[src/rtl/assert_macros.svh]
// Assertion macros used by keyboard_scancode_to_ascii.
// No dependencies.
`ifndef ASSERT_MACROS_SVH
`define ASSERT_MACROS_SVH

// Check a property on each rising edge of clk, disabled while rstn is low.
`define ASSERT_CLK(name, clk, rstn, prop) \
  name: assert property (@(posedge clk) disable iff (!rstn) prop) \
    else $error("%m: assertion failed");

`endif

[src/rtl/kbd_s2a_pkg.sv]
// Scancode constants and set-1 translation tables for the keyboard translator.
// No dependencies.
`default_nettype none

package kbd_s2a_pkg;

  localparam int unsigned ScanW  = 8;
  localparam int unsigned CodeW  = 7;
  localparam int unsigned AsciiW = 7;

  localparam logic [CodeW-1:0] CodeLCtrl  = 7'h1D;
  localparam logic [CodeW-1:0] CodeLShift = 7'h2A;
  localparam logic [CodeW-1:0] CodeLAlt   = 7'h38;
  localparam logic [CodeW-1:0] CodeCaps   = 7'h3A;

  localparam logic [AsciiW-1:0] ChDot   = 7'h2E;
  localparam logic [AsciiW-1:0] ChSpace = 7'h20;

  typedef struct packed {
    logic caps;
    logic shift;
    logic ctrl;
    logic alt;
  } mod_flags_t;

  function automatic logic [AsciiW-1:0] plain_char(input logic [CodeW-1:0] code);
    logic [AsciiW-1:0] ch;
    ch = ChDot;
    case (code)
      7'h02: ch = 7'h31;  7'h03: ch = 7'h32;  7'h04: ch = 7'h33;  7'h05: ch = 7'h34;
      7'h06: ch = 7'h35;  7'h07: ch = 7'h36;  7'h08: ch = 7'h37;  7'h09: ch = 7'h38;
      7'h0A: ch = 7'h39;  7'h0B: ch = 7'h30;  7'h0C: ch = 7'h2D;  7'h0D: ch = 7'h3D;
      7'h0E: ch = 7'h08;
      7'h10: ch = 7'h71;  7'h11: ch = 7'h77;  7'h12: ch = 7'h65;  7'h13: ch = 7'h72;
      7'h14: ch = 7'h74;  7'h15: ch = 7'h79;  7'h16: ch = 7'h75;  7'h17: ch = 7'h69;
      7'h18: ch = 7'h6F;  7'h19: ch = 7'h70;  7'h1A: ch = 7'h5B;  7'h1B: ch = 7'h5D;
      7'h1C: ch = 7'h0A;
      7'h1E: ch = 7'h61;  7'h1F: ch = 7'h73;  7'h20: ch = 7'h64;  7'h21: ch = 7'h66;
      7'h22: ch = 7'h67;  7'h23: ch = 7'h68;  7'h24: ch = 7'h6A;  7'h25: ch = 7'h6B;
      7'h26: ch = 7'h6C;  7'h27: ch = 7'h3B;  7'h28: ch = 7'h27;  7'h29: ch = 7'h60;
      7'h2B: ch = 7'h5C;
      7'h2C: ch = 7'h7A;  7'h2D: ch = 7'h78;  7'h2E: ch = 7'h63;  7'h2F: ch = 7'h76;
      7'h30: ch = 7'h62;  7'h31: ch = 7'h6E;  7'h32: ch = 7'h6D;  7'h33: ch = 7'h2C;
      7'h34: ch = 7'h2E;  7'h35: ch = 7'h2F;
      7'h37: ch = 7'h2A;  7'h39: ch = 7'h20;
      7'h47: ch = 7'h37;  7'h48: ch = 7'h38;  7'h49: ch = 7'h39;  7'h4A: ch = 7'h2D;
      7'h4B: ch = 7'h34;  7'h4C: ch = 7'h35;  7'h4D: ch = 7'h36;  7'h4E: ch = 7'h2B;
      7'h4F: ch = 7'h31;  7'h50: ch = 7'h32;  7'h51: ch = 7'h33;  7'h52: ch = 7'h30;
      default: ch = ChDot;
    endcase
    return ch;
  endfunction

  function automatic logic [AsciiW-1:0] shifted_char(input logic [CodeW-1:0] code);
    logic [AsciiW-1:0] ch;
    ch = ChDot;
    case (code)
      7'h02: ch = 7'h21;  7'h03: ch = 7'h40;  7'h04: ch = 7'h23;  7'h05: ch = 7'h24;
      7'h06: ch = 7'h25;  7'h07: ch = 7'h5E;  7'h08: ch = 7'h26;  7'h09: ch = 7'h2A;
      7'h0A: ch = 7'h28;  7'h0B: ch = 7'h29;  7'h0C: ch = 7'h5F;  7'h0D: ch = 7'h2B;
      7'h0E: ch = 7'h08;
      7'h10: ch = 7'h51;  7'h11: ch = 7'h57;  7'h12: ch = 7'h45;  7'h13: ch = 7'h52;
      7'h14: ch = 7'h54;  7'h15: ch = 7'h59;  7'h16: ch = 7'h55;  7'h17: ch = 7'h49;
      7'h18: ch = 7'h4F;  7'h19: ch = 7'h50;  7'h1A: ch = 7'h7B;  7'h1B: ch = 7'h7D;
      7'h1C: ch = 7'h0A;
      7'h1E: ch = 7'h41;  7'h1F: ch = 7'h53;  7'h20: ch = 7'h44;  7'h21: ch = 7'h46;
      7'h22: ch = 7'h47;  7'h23: ch = 7'h48;  7'h24: ch = 7'h4A;  7'h25: ch = 7'h4B;
      7'h26: ch = 7'h4C;  7'h27: ch = 7'h3A;  7'h28: ch = 7'h22;  7'h29: ch = 7'h7E;
      7'h2B: ch = 7'h7C;
      7'h2C: ch = 7'h5A;  7'h2D: ch = 7'h58;  7'h2E: ch = 7'h43;  7'h2F: ch = 7'h56;
      7'h30: ch = 7'h42;  7'h31: ch = 7'h4E;  7'h32: ch = 7'h4D;  7'h33: ch = 7'h3C;
      7'h34: ch = 7'h3E;  7'h35: ch = 7'h3F;
      7'h37: ch = 7'h2A;  7'h39: ch = 7'h20;
      7'h47: ch = 7'h37;  7'h48: ch = 7'h38;  7'h49: ch = 7'h39;  7'h4A: ch = 7'h2D;
      7'h4B: ch = 7'h34;  7'h4C: ch = 7'h35;  7'h4D: ch = 7'h36;  7'h4E: ch = 7'h2B;
      7'h4F: ch = 7'h31;  7'h50: ch = 7'h32;  7'h51: ch = 7'h33;  7'h52: ch = 7'h30;
      default: ch = ChDot;
    endcase
    return ch;
  endfunction

  function automatic logic [AsciiW-1:0] upper_letter(input logic [AsciiW-1:0] ch);
    if (ch >= 7'h61 && ch <= 7'h7A) begin
      return ch - 7'h20;
    end
    return ch;
  endfunction

endpackage

`default_nettype wire

[src/rtl/keyboard_scancode_to_ascii.sv]
// Output: a character is registered and appears in the cycle after its scancode beat.
// Throughput: one scancode per cycle; the output register stalls input only
// while it holds an untaken character.
// Reset: modifier flags (caps, shift, ctrl, alt) and output valid clear.
// Depends on kbd_s2a_pkg and assert_macros.svh.
`default_nettype none
`include "assert_macros.svh"

module keyboard_scancode_to_ascii (
  input  wire logic       clk_i,
  input  wire logic       rst_ni,
  input  wire logic       scan_valid_i,
  output logic            scan_ready_o,
  input  wire logic [7:0] scan_byte_i,
  output logic            ascii_valid_o,
  input  wire logic       ascii_ready_i,
  output logic [6:0]      ascii_char_o
);

  kbd_s2a_pkg::mod_flags_t flags_q, flags_d;
  logic                    out_valid_q, out_valid_d;
  logic [6:0]              char_q, char_d;
  logic                    in_fire;
  logic                    is_release;
  logic [6:0]              code;
  logic                    gives_char;

  assign scan_ready_o  = !out_valid_q || ascii_ready_i;
  assign in_fire       = scan_valid_i && scan_ready_o;
  assign is_release    = scan_byte_i[7];
  assign code          = scan_byte_i[6:0];
  assign ascii_valid_o = out_valid_q;
  assign ascii_char_o  = char_q;

  assign gives_char = !is_release
                   && code != kbd_s2a_pkg::CodeLCtrl
                   && code != kbd_s2a_pkg::CodeLAlt
                   && code != kbd_s2a_pkg::CodeLShift
                   && code != kbd_s2a_pkg::CodeCaps;

  always_comb begin
    flags_d = flags_q;
    if (in_fire) begin
      if (is_release) begin
        if (code == kbd_s2a_pkg::CodeLCtrl)  flags_d.ctrl  = 1'b0;
        if (code == kbd_s2a_pkg::CodeLAlt)   flags_d.alt   = 1'b0;
        if (code == kbd_s2a_pkg::CodeLShift) flags_d.shift = 1'b0;
      end else begin
        if (code == kbd_s2a_pkg::CodeLCtrl)  flags_d.ctrl  = 1'b1;
        if (code == kbd_s2a_pkg::CodeLAlt)   flags_d.alt   = 1'b1;
        if (code == kbd_s2a_pkg::CodeLShift) flags_d.shift = 1'b1;
        if (code == kbd_s2a_pkg::CodeCaps)   flags_d.caps  = !flags_q.caps;
      end
    end
  end

  always_comb begin
    if (flags_q.shift) begin
      char_d = kbd_s2a_pkg::shifted_char(code);
    end else if (flags_q.ctrl || flags_q.alt) begin
      char_d = kbd_s2a_pkg::ChSpace;
    end else if (flags_q.caps) begin
      char_d = kbd_s2a_pkg::upper_letter(kbd_s2a_pkg::plain_char(code));
    end else begin
      char_d = kbd_s2a_pkg::plain_char(code);
    end
  end

  always_comb begin
    out_valid_d = out_valid_q && !ascii_ready_i;
    if (in_fire && gives_char) out_valid_d = 1'b1;
  end

  always_ff @(posedge clk_i or negedge rst_ni) begin
    if (!rst_ni) begin
      flags_q     <= '0;
      out_valid_q <= 1'b0;
    end else begin
      flags_q     <= flags_d;
      out_valid_q <= out_valid_d;
    end
  end

  always_ff @(posedge clk_i) begin
    if (in_fire && gives_char) char_q <= char_d;
  end

  `ASSERT_CLK(caps_toggles_a, clk_i, rst_ni,
    in_fire && scan_byte_i == {1'b0, kbd_s2a_pkg::CodeCaps} |=> flags_q.caps != $past(flags_q.caps))
  `ASSERT_CLK(ctrl_press_sets_a, clk_i, rst_ni,
    in_fire && scan_byte_i == {1'b0, kbd_s2a_pkg::CodeLCtrl} |=> flags_q.ctrl)
  `ASSERT_CLK(release_no_char_a, clk_i, rst_ni,
    in_fire && is_release |=> out_valid_q == ($past(out_valid_q) && !$past(ascii_ready_i)))
  `ASSERT_CLK(ctrl_alt_space_a, clk_i, rst_ni,
    in_fire && gives_char && !flags_q.shift && (flags_q.ctrl || flags_q.alt)
      |=> ascii_valid_o && ascii_char_o == kbd_s2a_pkg::ChSpace)

endmodule

`default_nettype wire

[config.mk]
export PLATFORM = sky130hd
export DESIGN_NAME = keyboard_scancode_to_ascii
export DESIGN_NICKNAME = d
export VERILOG_FILES = /design/src/rtl/kbd_s2a_pkg.sv /design/src/rtl/keyboard_scancode_to_ascii.sv
export VERILOG_INCLUDE_DIRS = /design/src /design/src/rtl
export SDC_FILE = /design/constraint.sdc
export NUM_CORES = 1
export LEC_CHECK = 0
export BUFFER_PORTS_ARGS = -buffer_cell sky130_fd_sc_hd__buf_2
export CORE_ASPECT_RATIO = 0.9
export CORE_MARGIN = 5
export CORE_UTILIZATION = 40
export CTS_CLUSTER_DIAMETER = 100
export DETAILED_ROUTE_END_ITERATION = 16
export PLACE_DENSITY = 0.67
export SLEW_MARGIN = 0
export SYNTH_ARGS = -nofsm -noshare
export SYNTH_HDL_FRONTEND = slang
export SYNTH_SLANG_ARGS = --single-unit
[constraint.sdc]
create_clock -name clk_i -period 1.6 [get_ports clk_i]
set_input_delay 0.16 -clock clk_i [delete_from_list [all_inputs] [get_ports clk_i]]
set_output_delay 0.16 -clock clk_i [all_outputs]
set_load 0.005 [all_outputs]
==> flow_metrics.env, run 1 <==
export IMPL_synth_xor_area_share_pct=0.393
export IMPL_synth_compound_area_share_pct=34.5
export IMPL_core_area_mm2=0.00532
export IMPL_area_growth_pct=54.4
export IMPL_dp_slack_ns=-1.09
export IMPL_initial_utilization_pct=41.9
export IMPL_synth_top_area_cell="edfxtp_1"
export IMPL_chipWidth_um=88.7
export IMPL_dr_pass1_iters=5
export IMPL_grt_pass1_vias=2714
export IMPL_place_congestion=0.971
export IMPL_die_y_um=80.8
export IMPL_cp_data_required_time_ns=1.58
export IMPL_rr_startpoint="flags_q[0]"
export IMPL_grt_overflow=0
export IMPL_grt_total_usage_pct=24.3
export IMPL_r2r_cells=4
export IMPL_postSynthCellCount=296
export IMPL_min_period_ns=2.28
export IMPL_crit_end="ascii_char_o[6]"
export IMPL_finalSetupViolCount=7
export IMPL_synth_area_leaders="edfxtp_1 (9.4%), ha_1 (7.3%), dfrtp_1 (5.6%)"
export IMPL_final_util_pct=64.7
export IMPL_place_area_mm2=0.00306
export IMPL_htreeDepth=1
export IMPL_drtIter0Drc=400
export IMPL_grt_pass1_wl_mm=13.8
export IMPL_tightest_slew_ns=0.436
export IMPL_final_cells=461
export IMPL_synth_ff_type="edfxtp_1"
export IMPL_arrival_ns=2.26
export IMPL_routed_via_density=6.23
export IMPL_critical_path_endpoint_type="flip-flop"
export IMPL_clock_skew_ns=0.00684
export IMPL_period_share_pct=142
export IMPL_synth_fa_ha_area_share_pct=7.30
export IMPL_synth_seq_area_share_pct=15.0
export IMPL_final_area_mm2=0.00344
export IMPL_max_slew_margin_rel_pct=70.8
export IMPL_yosys_area_share_simple_pct=25.6
export IMPL_synth_top_cell_area_share_pct=9.43
export IMPL_dp_cells=447
export IMPL_r2r_slack_ns=0.18
export IMPL_ir_drop_mv=0.532
export IMPL_drv_slew=0
export IMPL_leakagePower_nw=1.44
export IMPL_layout_drive_gt1_share_pct=46.4
export IMPL_ant_nets=0
export IMPL_cp_start_kind="input port"
export IMPL_port_buffers=20
export IMPL_clk_latency_ns=0.25
export IMPL_violations="setup timing"
export IMPL_die_area_mm2=0.00717
export IMPL_cap_violations=0
export IMPL_routed_wirelength_mm=8.68
export IMPL_drc=0
export IMPL_synth_mux_area_share_pct=7.13
export IMPL_rsz0062_at_grt="true"
export IMPL_ys_ff_latch=12
export IMPL_clock_tree_root_cell="clkbuf_8"
export IMPL_syn_avg_cell_area_um2=7.53
export IMPL_synth_top_family_by_area="compound AO/OA/AOI/OAI gates"
export IMPL_hold_start="scan_byte_i[7]"
export IMPL_ctsLongestPathBuffers=2
export IMPL_cts_clk_slew_worst_paths_ns=0.06
export IMPL_worst_setup_path_type="in2reg"
export IMPL_post_dp_hpwl_mm=6.31
export IMPL_antenna_found_initial=0
export IMPL_nets=420
export IMPL_cts_buffers=3
export IMPL_power_density_mw_per_mm2=476
export IMPL_rows=25
export IMPL_finalWorstSetupSlack_ns=-0.678
export IMPL_synth_async_reset_ratio_pct=41.7
export IMPL_avgRoutedWirePerCell_um=18.8
export IMPL_syn_nets=321
export IMPL_grt_start_max_net_pins=26
export IMPL_antenna_cells=0
export IMPL_fmax_mhz=439
export IMPL_cp_max_fo=8
export IMPL_numClockSinks=12
export IMPL_timing_rr_end="ascii_char_o[5]"
export IMPL_finalHoldViolCount=0
export IMPL_crit_start="scan_byte_i[1]"
export IMPL_ys_warn_count=0
export IMPL_min_path_type="in2reg"
export IMPL_synth_cell_types=66
export IMPL_cts_tree="yes"
export IMPL_vias=2874
export IMPL_io_pins=21
export IMPL_synth_area_mm2=0.00223
export IMPL_status="finished with violations"
export IMPL_synth_edff_count=7
placed cells by master (no fill, tap or decap), types with 5 or more instances in the layout:
| cell type | netlist | final |
|---|---|---|
| buf_4 | 3 | 90 |
| nand2_1 | 28 | 27 |
| a21oi_1 | 22 | 20 |
| nor2_1 | 23 | 19 |
| o21ai_0 | 21 | 17 |
| buf_2 | 7 | 17 |
| nand2b_1 | 13 | 13 |
| inv_1 | 14 | 11 |
| buf_6 | 5 | 9 |
| mux2i_1 | 8 | 8 |
| nor3_1 | 8 | 7 |
| a31oi_1 | 7 | 7 |
| nand3_1 | 8 | 7 |
| edfxtp_1 | 7 | 7 |
| a211oi_1 | 7 | 5 |
| ha_4 | 0 | 5 |
| dfrtp_1 | 5 | 5 |
| buf_12 | 0 | 5 |
how the worst min path moves through the flow:
stage	endpoint	cells past startpoint	slack, ns
after global routing	flags_q[1]	2	0.14
after detailed placement	flags_q[3]	1	-0.02
after global placement	ascii_valid_o	1	-0.02
after CTS	flags_q[0]	2	0.13
after floorplan	ascii_valid_o	0	-0.14
final	flags_q[0]	2	0.13
per-stage QoR:
stage | hold WS, ns | setup TNS (ns) | total power (W)
2_1_floorplan | -0.136 | -1.95 | 0.000842
3_3_place_gp | -0.0222 | -7.51 | 0.00118
3_5_place_dp | -0.0214 | -8.39 | 0.00119
4_1_cts | 0.131 | -2.21 | 0.00156
5_1_grt | 0.136 | -2.94 | 0.00172
6_report | 0.135 | -2.39 | 0.00164
report_power, final:
| group | switching, W | internal [W] | total [W] |
|---|---|---|---|
| combinational | 0.000510 | 0.000459 | 0.000969 |
| clock | 0.000126 | 0.000170 | 0.000296 |
| sequential | 0.0000132 | 0.000361 | 0.000374 |
sequential cells by signal, indices dropped and copies added (netlist names):
| signal | flops |
|---|---|
| ascii_char_o | 7 |
| flags_q | 4 |
| ascii_valid_o | 1 |
Yosys cell counts (all sizes together), types with 5 or more instances:
library cell	number
buf	16
a21oi	22
nor3	8
nand2b	13
dfrtp	5
nand2	29
clkbuf	13
edfxtp	7
o21ai	21
a31oi	7
inv	15
ha	13
nand3	8
nor2	23
nor2b	5
a211oi	9
mux2i	8
a311oi	5
area by class of cell:
| cell class | instances | area [µm²] |
|---|---|---|
| Clock buffer | 3 | 41.3 |
| Clock inverter | 1 | 3.75 |
| Fill cell | 416 | 1880 |
| Inverter | 15 | 65.1 |
| Multi-Input combinational cell | 240 | 1920 |
| Sequential cell | 12 | 335 |
| Tap cell | 67 | 83.8 |
| Timing Repair Buffer | 123 | 987 |
per-layer routing:
layer / vias to the layer above / track usage, % / part of all wire [%]
met1: 1319 / 33.8 / 41
met2: 218 / 39.5 / 45
met3: 26 / 3.85 / 12
li1: 1311 / - / -
met5: - / 0 / 0
met4: 0 / 5.59 / 2.3
worst max-delay path, cell delays in order:
cell	delay [ns]
buf_8	0.10
buf_12	0.13
ha_4	0.18
buf_6	0.12
and3b_1	0.18
o31ai_4	0.26
o22ai_2	0.14
nor4b_4	0.24
a41o_1	0.24
o311ai_2	0.12
o211ai_1	0.24
o311ai_2	0.14
logic make-up (layout without fill, tap and decap cells):
logic type,Yosys count,in the layout
AND/OR/NAND/NOR,108,108
AO/OA/AOI/OAI,106,106
buffers and inverters,44,142
adder cells (fa/ha/maj),13,13
multiplexers,12,12
flip-flops,12,12
XOR/XNOR,1,1
timing repair:
item | CTS | global route
resized for setup | 42 | 16
setup endpoints to repair | 15 | 7
cloned | 0 | 0
hold buffers | 1 | 0
pin swaps | 23 | 11
setup buffers | 8 | 2
endpoints found under the hold margin | 5 | 0
Power figures use the tool's default switching activity.
==> inputs of run 2 (changes only) <==
- CORE_MARGIN: 5 -> 4
- PLACE_DENSITY: 0.67 -> unset
- clock period: 1.6 -> 2.8 ns (I/O delays scaled with it)
==> run 2 against run 1 <==
  * Cell area down 23%
  * Clock-buffer cell count unchanged
  * The run now ends clean
  * Flip-flop and latch count unchanged
  * Largest power group unchanged
  * Wire length down 18%
  * Largest cell class unchanged
==> flow_metrics.env, run 2 (synthesis results as in run 1) <==
export IMPL_port_buffers=20
export IMPL_drv_slew=0
export IMPL_rows=25
export IMPL_grt_total_usage_pct=21.9
export IMPL_rsz0062_at_grt="false"
export IMPL_critical_path_endpoint_type="flip-flop"
export IMPL_routed_wirelength_mm=7.11
export IMPL_tightest_slew_ns=0.722
export IMPL_place_congestion=1.02
export IMPL_min_period_ns=2.61
export IMPL_clock_skew_ns=0.000979
export IMPL_power_density_mw_per_mm2=287
export IMPL_period_share_pct=93.1
export IMPL_numClockSinks=12
export IMPL_dr_pass1_iters=5
export IMPL_layout_drive_gt1_share_pct=24.2
export IMPL_die_y_um=78.8
export IMPL_largest_reg_flops=7
export IMPL_ctsLongestPathBuffers=2
export IMPL_cts_buffers=3
export IMPL_clock_tree_root_cell="clkbuf_8"
export IMPL_drtIter0Drc=256
export IMPL_die_area_mm2=0.00683
export IMPL_clk_latency_ns=0.23
export IMPL_cts_clk_slew_worst_paths_ns=0.05
export IMPL_final_common_cell="buf_4"
export IMPL_hold_end="flags_q[1]"
export IMPL_antenna_cells=0
export IMPL_cp_max_fo=7
export IMPL_worst_setup_path_type="in2reg"
export IMPL_fmax_mhz=383
export IMPL_final_cell_mix="buf_4 (30), nand2_1 (28), nor2_1 (23), a21oi_1 (22), o21ai_0 (21)"
export IMPL_leakagePower_nw=1.08
export IMPL_ant_nets=0
export IMPL_drc=0
export IMPL_avgRoutedWirePerCell_um=18.0
export IMPL_arrival_ns=2.57
export IMPL_routed_via_density=6.31
export IMPL_io_pins=21
export IMPL_cp_data_required_time_ns=2.77
export IMPL_initial_utilization_pct=41.9
export IMPL_htreeDepth=1
export IMPL_grt_pass1_vias=2347
export IMPL_timing_rr_end="ascii_char_o[5]"
export IMPL_hold_depth=2
export IMPL_cap_violations=0
export IMPL_min_path_type="in2reg"
export IMPL_nets=353
export IMPL_grt_start_max_net_pins=35
export IMPL_max_slew_margin_rel_pct=51.5
export IMPL_grt_overflow=0
export IMPL_r2r_cells=4
export IMPL_core_area_mm2=0.00532
export IMPL_post_dp_hpwl_mm=5.51
export IMPL_cp_start_kind="input port"
export IMPL_r2r_slack_ns=0.75
export IMPL_grt_pass1_wl_mm=12.1
export IMPL_area_growth_pct=18.2
export IMPL_status="finished clean"
export IMPL_final_util_pct=49.5
export IMPL_finalHoldViolCount=0
export IMPL_setup_tns_final_ns=0
export IMPL_hold_start="scan_byte_i[7]"
export IMPL_ir_drop_mv=0.245
export IMPL_antenna_found_initial=0
export IMPL_vias=2485
export IMPL_cts_setup_buffers=0
export IMPL_holdWs_ns=0.258
export IMPL_rr_startpoint="flags_q[2]"
export IMPL_finalSetupViolCount=0
export IMPL_cts_tree="yes"
export IMPL_chipWidth_um=86.7
[run 2: power by group]
group | switching (W) | internal, W
Clock | 0.0000572 | 0.0000962
Combinational | 0.000223 | 0.000164
Sequential | 0.00000912 | 0.000207
Total | 0.000289 | 0.000466
[run 2: per-stage QoR]
stage / total power [W] / instance area (µm²) / worst slack [ns] / instances
floorplan: 0.000464 / 2230 / 0.120 / 296
global placement: 0.000593 / 2570 / 0.00262 / 389
detailed placement: 0.000594 / 2570 / -0.0288 / 389
CTS: 0.000751 / 2630 / 0.221 / 394
global route: 0.000811 / 2630 / 0.0589 / 394
finish: 0.000755 / 2630 / 0.192 / 394
[run 2: worst max path at each step]
stage                    from               to  slack (ns)  cells past startpoint
3_3_place_gp   scan_byte_i[1]  ascii_char_o[5]       0.003                     11
4_1_cts        scan_byte_i[1]  ascii_char_o[5]        0.22                     11
6_report       scan_byte_i[1]  ascii_char_o[6]        0.19                     12
2_1_floorplan  scan_byte_i[0]  ascii_char_o[5]        0.12                     12
5_1_grt        scan_byte_i[0]  ascii_char_o[5]        0.06                     11
3_5_place_dp   scan_byte_i[1]  ascii_char_o[5]       -0.03                     11
[run 2: what timing repair did]
action	4_1_cts	5_1_grt
endpoints found under the hold margin	5	0
hold buffers	1	0
resized for setup	0	1
setup endpoints to repair	0	1
[run 2: area by class of cell]
cell class              instances  area [µm²]
repair buffers                 56         435
well taps                      67        83.8
multi-input cells             240        1680
clock inverters                 1        3.75
flip-flops and latches         12         335
clock buffers                   3        41.3
inverters                      15        56.3
fillers                       554        2680
[run 2: critical path, cell delays in order]
cell and delay [ns]:
buf_2 0.10, buf_4 0.15, ha_1 0.30, buf_4 0.19
and2b_1 0.14, o21ai_0 0.21, a41o_1 0.27, nor4b_2 0.22
a41o_1 0.22, o311ai_1 0.12, o211ai_1 0.22, o311ai_2 0.13
[run 2: routing by layer]
layer / global-route usage (%) / part of all wire, % / vias up
li1: - / - / 1178
met1: 32.9 / 48 / 1180
met2: 34.5 / 44 / 116
met3: 2.49 / 6.6 / 11
met4: 2.65 / 1.1 / 0
met5: 0 / 0 / -
